### config.mk
export PLATFORM = sky130hd
export DESIGN_NAME = delta_run_count_ascii_varint_encoder_top
export DESIGN_NICKNAME = d
export VERILOG_FILES = /design/src/rtl/drce_pkg.sv /design/src/rtl/drce_front.sv /design/src/rtl/drce_queue.sv /design/src/rtl/drce_back.sv /design/src/rtl/delta_run_count_ascii_varint_encoder_top.sv
export SDC_FILE = /design/constraint.sdc
export NUM_CORES = 1
export LEC_CHECK = 0
export BUFFER_PORTS_ARGS = -buffer_cell sky130_fd_sc_hd__buf_2
export CAP_MARGIN = 20
export CORE_MARGIN = 2
export CORE_UTILIZATION = 48
export CTS_CLUSTER_DIAMETER = 80
export DETAILED_ROUTE_END_ITERATION = 10
export SLEW_MARGIN = 25
export SYNTH_ARGS = -nofsm -noshare
export SYNTH_HDL_FRONTEND = slang
export SYNTH_SLANG_ARGS = --single-unit
### constraint.sdc
create_clock -name i_clk -period 8 [get_ports i_clk]
set_input_delay 1.2 -clock i_clk [delete_from_list [all_inputs] [get_ports i_clk]]
set_output_delay 1.2 -clock i_clk [all_outputs]
set_load 0.1 [all_outputs]
### src/rtl/drce_pkg.sv
package drce_pkg;

    localparam int COUNT_WIDTH = 32;
    localparam int DELTA_WIDTH = COUNT_WIDTH + 1;
    localparam int RUN_WIDTH   = 32;
    localparam int GROUP_BITS  = 5;
    localparam int CHAR_WIDTH  = 7;
    localparam int LAG_INDEX   = 3;
    localparam int Q_DEPTH     = 2;
    localparam int Q_PTR_W     = $clog2(Q_DEPTH);
    localparam int Q_CNT_W     = $clog2(Q_DEPTH + 1);

    localparam logic [CHAR_WIDTH-1:0] CHAR_OFFSET = CHAR_WIDTH'(48);
    localparam logic [1:0]            IDX_MAX     = 2'(LAG_INDEX);

    typedef struct packed {
        logic [DELTA_WIDTH-1:0] delta;
        logic                   last;
    } t_work;

endpackage

### src/rtl/drce_front.sv
module drce_front
    import drce_pkg::*;
(
    input  logic                 i_clk,
    input  logic                 i_rst_n,
    input  logic                 i_valid,
    input  logic [RUN_WIDTH-1:0] i_run_count,
    input  logic                 i_last_in_mask,
    input  logic                 i_full,
    output logic                 o_push,
    output t_work                o_work
);

    logic [1:0]             r_idx;
    logic [1:0]             n_idx;
    logic [COUNT_WIDTH-1:0] r_prev;
    logic [COUNT_WIDTH-1:0] n_prev;
    logic [COUNT_WIDTH-1:0] r_prev2;
    logic [COUNT_WIDTH-1:0] n_prev2;
    logic [COUNT_WIDTH-1:0] cnt;

    assign cnt    = i_run_count[COUNT_WIDTH-1:0];
    assign o_push = i_valid && !i_full;

    always_comb begin
        o_work.last = i_last_in_mask;
        if (r_idx == IDX_MAX) begin
            o_work.delta = {1'b0, cnt} - {1'b0, r_prev2};
        end else begin
            o_work.delta = {1'b0, cnt};
        end
    end

    always_comb begin
        n_idx   = r_idx;
        n_prev  = r_prev;
        n_prev2 = r_prev2;
        if (o_push) begin
            if (i_last_in_mask) begin
                n_idx   = '0;
                n_prev  = '0;
                n_prev2 = '0;
            end else begin
                n_prev2 = r_prev;
                n_prev  = cnt;
                if (r_idx != IDX_MAX) begin
                    n_idx = r_idx + 2'd1;
                end
            end
        end
    end

    always_ff @(posedge i_clk) begin
        if (!i_rst_n) begin
            r_idx   <= '0;
            r_prev  <= '0;
            r_prev2 <= '0;
        end else begin
            r_idx   <= n_idx;
            r_prev  <= n_prev;
            r_prev2 <= n_prev2;
        end
    end

endmodule

### src/rtl/drce_queue.sv
module drce_queue
    import drce_pkg::*;
(
    input  logic  i_clk,
    input  logic  i_rst_n,
    input  logic  i_push,
    input  t_work i_work,
    output logic  o_full,
    input  logic  i_pop,
    output logic  o_valid,
    output t_work o_work
);

    t_work              r_mem [Q_DEPTH];
    logic [Q_PTR_W-1:0] r_wptr;
    logic [Q_PTR_W-1:0] r_rptr;
    logic [Q_CNT_W-1:0] r_cnt;
    logic [Q_CNT_W-1:0] n_cnt;

    assign o_full  = (r_cnt == Q_CNT_W'(Q_DEPTH));
    assign o_valid = (r_cnt != '0);
    assign o_work  = r_mem[r_rptr];

    always_comb begin
        n_cnt = r_cnt;
        if (i_push && !i_pop) begin
            n_cnt = r_cnt + Q_CNT_W'(1);
        end else if (!i_push && i_pop) begin
            n_cnt = r_cnt - Q_CNT_W'(1);
        end
    end

    always_ff @(posedge i_clk) begin
        if (!i_rst_n) begin
            r_wptr <= '0;
            r_rptr <= '0;
            r_cnt  <= '0;
        end else begin
            r_cnt <= n_cnt;
            if (i_push) begin
                r_wptr <= (r_wptr == Q_PTR_W'(Q_DEPTH - 1)) ? '0 : r_wptr + Q_PTR_W'(1);
            end
            if (i_pop) begin
                r_rptr <= (r_rptr == Q_PTR_W'(Q_DEPTH - 1)) ? '0 : r_rptr + Q_PTR_W'(1);
            end
        end
    end

    always_ff @(posedge i_clk) begin
        if (i_push) begin
            r_mem[r_wptr] <= i_work;
        end
    end

endmodule

### src/rtl/drce_back.sv
module drce_back
    import drce_pkg::*;
(
    input  logic                  i_clk,
    input  logic                  i_rst_n,
    input  logic                  i_q_valid,
    input  t_work                 i_work,
    output logic                  o_pop,
    output logic                  o_valid,
    output logic [CHAR_WIDTH-1:0] o_code_char,
    output logic                  o_last_char_of_count,
    output logic                  o_mask_done,
    input  logic                  i_stall
);

    logic                   r_busy;
    logic [DELTA_WIDTH-1:0] r_val;
    logic                   r_last;
    logic                   r_ovld;
    logic [CHAR_WIDTH-1:0]  r_char;
    logic                   r_end;
    logic                   r_done;
    logic                   load;
    logic                   emit;
    logic                   more;
    logic [GROUP_BITS-1:0]  grp;
    logic [DELTA_WIDTH-1:0] rest;

    assign grp  = r_val[GROUP_BITS-1:0];
    assign rest = DELTA_WIDTH'($signed(r_val) >>> GROUP_BITS);
    assign more = grp[GROUP_BITS-1] ? (rest != {DELTA_WIDTH{1'b1}}) : (rest != '0);
    assign load = !r_ovld || !i_stall;
    assign emit = r_busy && load;
    assign o_pop = i_q_valid && (!r_busy || (emit && !more));

    assign o_valid              = r_ovld;
    assign o_code_char          = r_char;
    assign o_last_char_of_count = r_end;
    assign o_mask_done          = r_done;

    always_ff @(posedge i_clk) begin
        if (!i_rst_n) begin
            r_busy <= 1'b0;
            r_ovld <= 1'b0;
        end else begin
            if (emit) begin
                r_ovld <= 1'b1;
            end else if (load) begin
                r_ovld <= 1'b0;
            end
            if (o_pop) begin
                r_busy <= 1'b1;
            end else if (emit && !more) begin
                r_busy <= 1'b0;
            end
        end
    end

    always_ff @(posedge i_clk) begin
        if (emit) begin
            r_char <= CHAR_OFFSET + {1'b0, more, grp};
            r_end  <= !more;
            r_done <= !more && r_last;
        end
        if (o_pop) begin
            r_val  <= i_work.delta;
            r_last <= i_work.last;
        end else if (emit) begin
            r_val <= rest;
        end
    end

endmodule

### src/rtl/delta_run_count_ascii_varint_encoder_top.sv
// A count's first character passes through a queue entry, the back-end value register
// and the output character register. Each count gives 1 to 7 output characters from
// the character serializer in the back end; a 2-entry queue decouples the input.
// Reset (synchronous, active low) clears the mask history, the queue and the output valid.
module delta_run_count_ascii_varint_encoder_top
    import drce_pkg::*;
(
    input  logic                  i_clk,
    input  logic                  i_rst_n,
    input  logic                  i_valid,
    output logic                  o_stall,
    input  logic [RUN_WIDTH-1:0]  i_run_count,
    input  logic                  i_last_in_mask,
    output logic                  o_valid,
    input  logic                  i_stall,
    output logic [CHAR_WIDTH-1:0] o_code_char,
    output logic                  o_last_char_of_count,
    output logic                  o_mask_done
);

    logic  full;
    logic  push;
    logic  pop;
    logic  q_valid;
    t_work push_work;
    t_work pop_work;

    assign o_stall = full;

    drce_front u_front (
        .i_clk          (i_clk),
        .i_rst_n        (i_rst_n),
        .i_valid        (i_valid),
        .i_run_count    (i_run_count),
        .i_last_in_mask (i_last_in_mask),
        .i_full         (full),
        .o_push         (push),
        .o_work         (push_work)
    );

    drce_queue u_queue (
        .i_clk   (i_clk),
        .i_rst_n (i_rst_n),
        .i_push  (push),
        .i_work  (push_work),
        .o_full  (full),
        .i_pop   (pop),
        .o_valid (q_valid),
        .o_work  (pop_work)
    );

    drce_back u_back (
        .i_clk                (i_clk),
        .i_rst_n              (i_rst_n),
        .i_q_valid            (q_valid),
        .i_work               (pop_work),
        .o_pop                (pop),
        .o_valid              (o_valid),
        .o_code_char          (o_code_char),
        .o_last_char_of_count (o_last_char_of_count),
        .o_mask_done          (o_mask_done),
        .i_stall              (i_stall)
    );

endmodule
==> results.ini <==
[synthesis]
ys_types = 56
synth-compound-area-share = 0.1402
ys_seq_elements = 184
ys_warn_count = 0
synth.mux.area_fraction = 0.06424
synth_simple_gate_area_frac = 0.1715
synth_xor_area_frac = 0.02585
synth_nets = 985
async_flop_share = 0
syn_avg_cell_area_um2 = 10.40
synthCells = 912
syn_area_um2 = 9485
synth_edf_count = 111
ys_seq_area_frac = 0.5055
synth_fa_ha_area_frac = 0.04828
synthFlopType = edfxtp_1
synth_top_family_by_area = simple AND/OR/NAND/NOR gates

[clock_tree]
clock-root-buffer = clkbuf_16
cts_resized = 0
cts_tree = built
post_cts_buffers = 0
clock_sinks = 184
numCtsBuffers = 17
clock_path_buffers = 2
ctsHtreeMaxLevel = 4
path_clk_slew_ns = 0.07
holdBufCountCts = 0
clk_latency_ns = 0.43

[detailed_routing]
finalWirelength_mm = 19.79
initialDrtViolationCount = 348
route.detailed.drc = 0
dr.pass1.iters = 4
vias_per_cell = 5.468
vias = 6594
wl_per_cell_um = 16.41
ant_nets = 0

[cells_and_area]
layout_common_cells = edfxtp_1, a21oi_1, dfxtp_1
area.sequential_um2 = 4798
area_growth_pct = 11.25
multi_input_area_um2 = 4302
layout_commonest_cell = edfxtp_1
nFillCells = 1742
drive_gt1_frac = 0.1392
diodes = 0
nNetsFinal = 1001

[grt]
grt_use_met3 = 0.02980
grt_antenna_before_repair = 0
grt-ovfl-total = 0
grt_pass1_vias = 6308
grt_use_met2 = 0.3340
groute.usage.overall = 0.1988
grt_max_degree = 101
gr-usage-met1 = 0.2647
grt.busiest_layer = met2
grt_first_pass_wirelength_mm = 31.88

[job]
drv_cap = 0

[die]
fp.dieW_um = 144.6
io_pins = 48
rows = 51
core_area_um2 = 19400
start_util = 0.4890
die_h_um = 144.6
dieArea_um2 = 20900

[sta]
tightest_slew_ns = 0.9081
hold_violations = 0
setup_slack_ns = 4.730
grt_setup_unrepaired = false
fin_tns_setup_ns = 0
fin_skew_ns = 0.01186
slew_violations = 0
period_share = 0.4088
hold_ws_ns = 0.4205
post-route-min-period_ns = 3.270
relSlewSlack = 0.3946
setup_viol_count_final = 0
timing.fmax_ghz = 0.3058

[critical_path]
crit_path_start_kind = input pin
arrival_ns = 3.45
critical_path.max_fanout = 5
worst-setup-path-type = in -> reg
critical_path_required_ns = 8.18
cp-end-kind = flip-flop

[pwr]
p_leak_nw = 3.631
ir_drop_v = 0.0001457
power.density_nw_per_um2 = 290.4

[placed_design]
io_buffers = 47
gp_congestion = 0.9281
place_ws_ns = 4.337
hpwl_mm = 14.02

[hold_path]
hp-class = reg -> reg

[outcome]
status = finished, final reports clean

[cell type report]
class / instances / share of cell area
inverters: 49 / 0.01743
well taps: 265 / 0.03142
clock buffers: 18 / 0.04162
flip-flops and latches: 184 / 0.4547
repair buffers: 54 / 0.02940
multi-input cells: 622 / 0.4076
clock inverters: 14 / 0.01779
[power by group]
part | internal (mW) | leakage (nW) | switching [mW]
Clock | 0.510 | 0.303 | 0.371
Combinational | 0.250 | 1.68 | 0.536
Sequential | 1.27 | 1.65 | 0.126
Total | 2.03 | 3.63 | 1.03
[Yosys cell counts (23+ instances only)]
cell | n | area share
nor2_1 | 23 | 0.0091
mux2i_1 | 35 | 0.037
o21ai_1 | 32 | 0.017
clkbuf_1 | 41 | 0.016
ha_1 | 35 | 0.046
dfxtp_1 | 73 | 0.15
nor2b_1 | 71 | 0.047
edfxtp_1 | 111 | 0.35
nand2_1 | 56 | 0.022
a21oi_1 | 106 | 0.056
inv_1 | 48 | 0.019
nor3b_1 | 64 | 0.051
mux2_2 | 23 | 0.027
[layer usage]
layer  vias up  wire length, um
met5         -                0
met4         0              246
met3        21              585
met2       138             9586
met1      3129             9376
li1       3306                -
[critical path, stage by stage]
cell and delay (ns):
buf_2 0.09, inv_1 0.05, ha_1 0.22, fa_1 0.41, nand2b_1 0.18, a21oi_1 0.25
o21ai_2 0.16, o211a_1 0.33, o21ai_1 0.18, xor2_1 0.08, mux2_2 0.28
[flip-flops by register name, indices dropped and copies added, names as in the netlist, named ones only]
register                     cells
u_back.r_last                    1
u_back.r_busy                    1
u_front.r_prev2                 32
u_back.o_code_char               7
u_back.o_valid                   1
u_front.r_idx                    2
u_back.r_val                    33
u_queue.r_mem                   68
u_back.o_last_char_of_count      1
u_queue.r_wptr                   1
u_queue.r_rptr                   1
u_back.o_mask_done               1
u_front.r_prev                  32
u_queue.r_cnt                    2
[path summary, 6_finish.rpt]
check | from | end | slack, ns | depth (start not counted)
max | i_run_count[0] | u_queue.r_mem[0][23]$_DFFE_PP_ | 4.73 | 11
min | u_back.r_val[0]$_DFFE_PP_ | u_back.o_code_char[0]$_DFFE_PP_ | 0.42 | 0
max reg2reg | u_back.r_val[4]$_DFFE_PP_ | u_queue.r_cnt[1]$_SDFFE_PN0P_ | 5.24 | 9
min reg2reg | u_back.r_val[0]$_DFFE_PP_ | u_back.o_code_char[0]$_DFFE_PP_ | 0.42 | 0
[logic make-up (layout without fill, tap and decap cells)]
family                     Yosys count  after routing
and+or+nand+nor                    282            282
DFF                                184            184
adders and majority gates           36             36
buffers and inverters              106            135
AOI/OAI and AO/OA                  218            218
xor gates and xnor gates            28             28
muxes                               58             58
[stage by stage]
step	instance area (um^2)	power, mW	utilization	std cells
2_1_floorplan	9485	2.000	-	912
3_3_place_gp	9893	2.178	0.5100	1173
3_5_place_dp	9896	2.204	0.5101	1173
4_1_cts	10520	3.086	0.5424	1205
5_1_grt	10550	3.232	0.5440	1206
6_report	10550	3.065	0.5440	1206
Power figures use the tool's default switching activity.
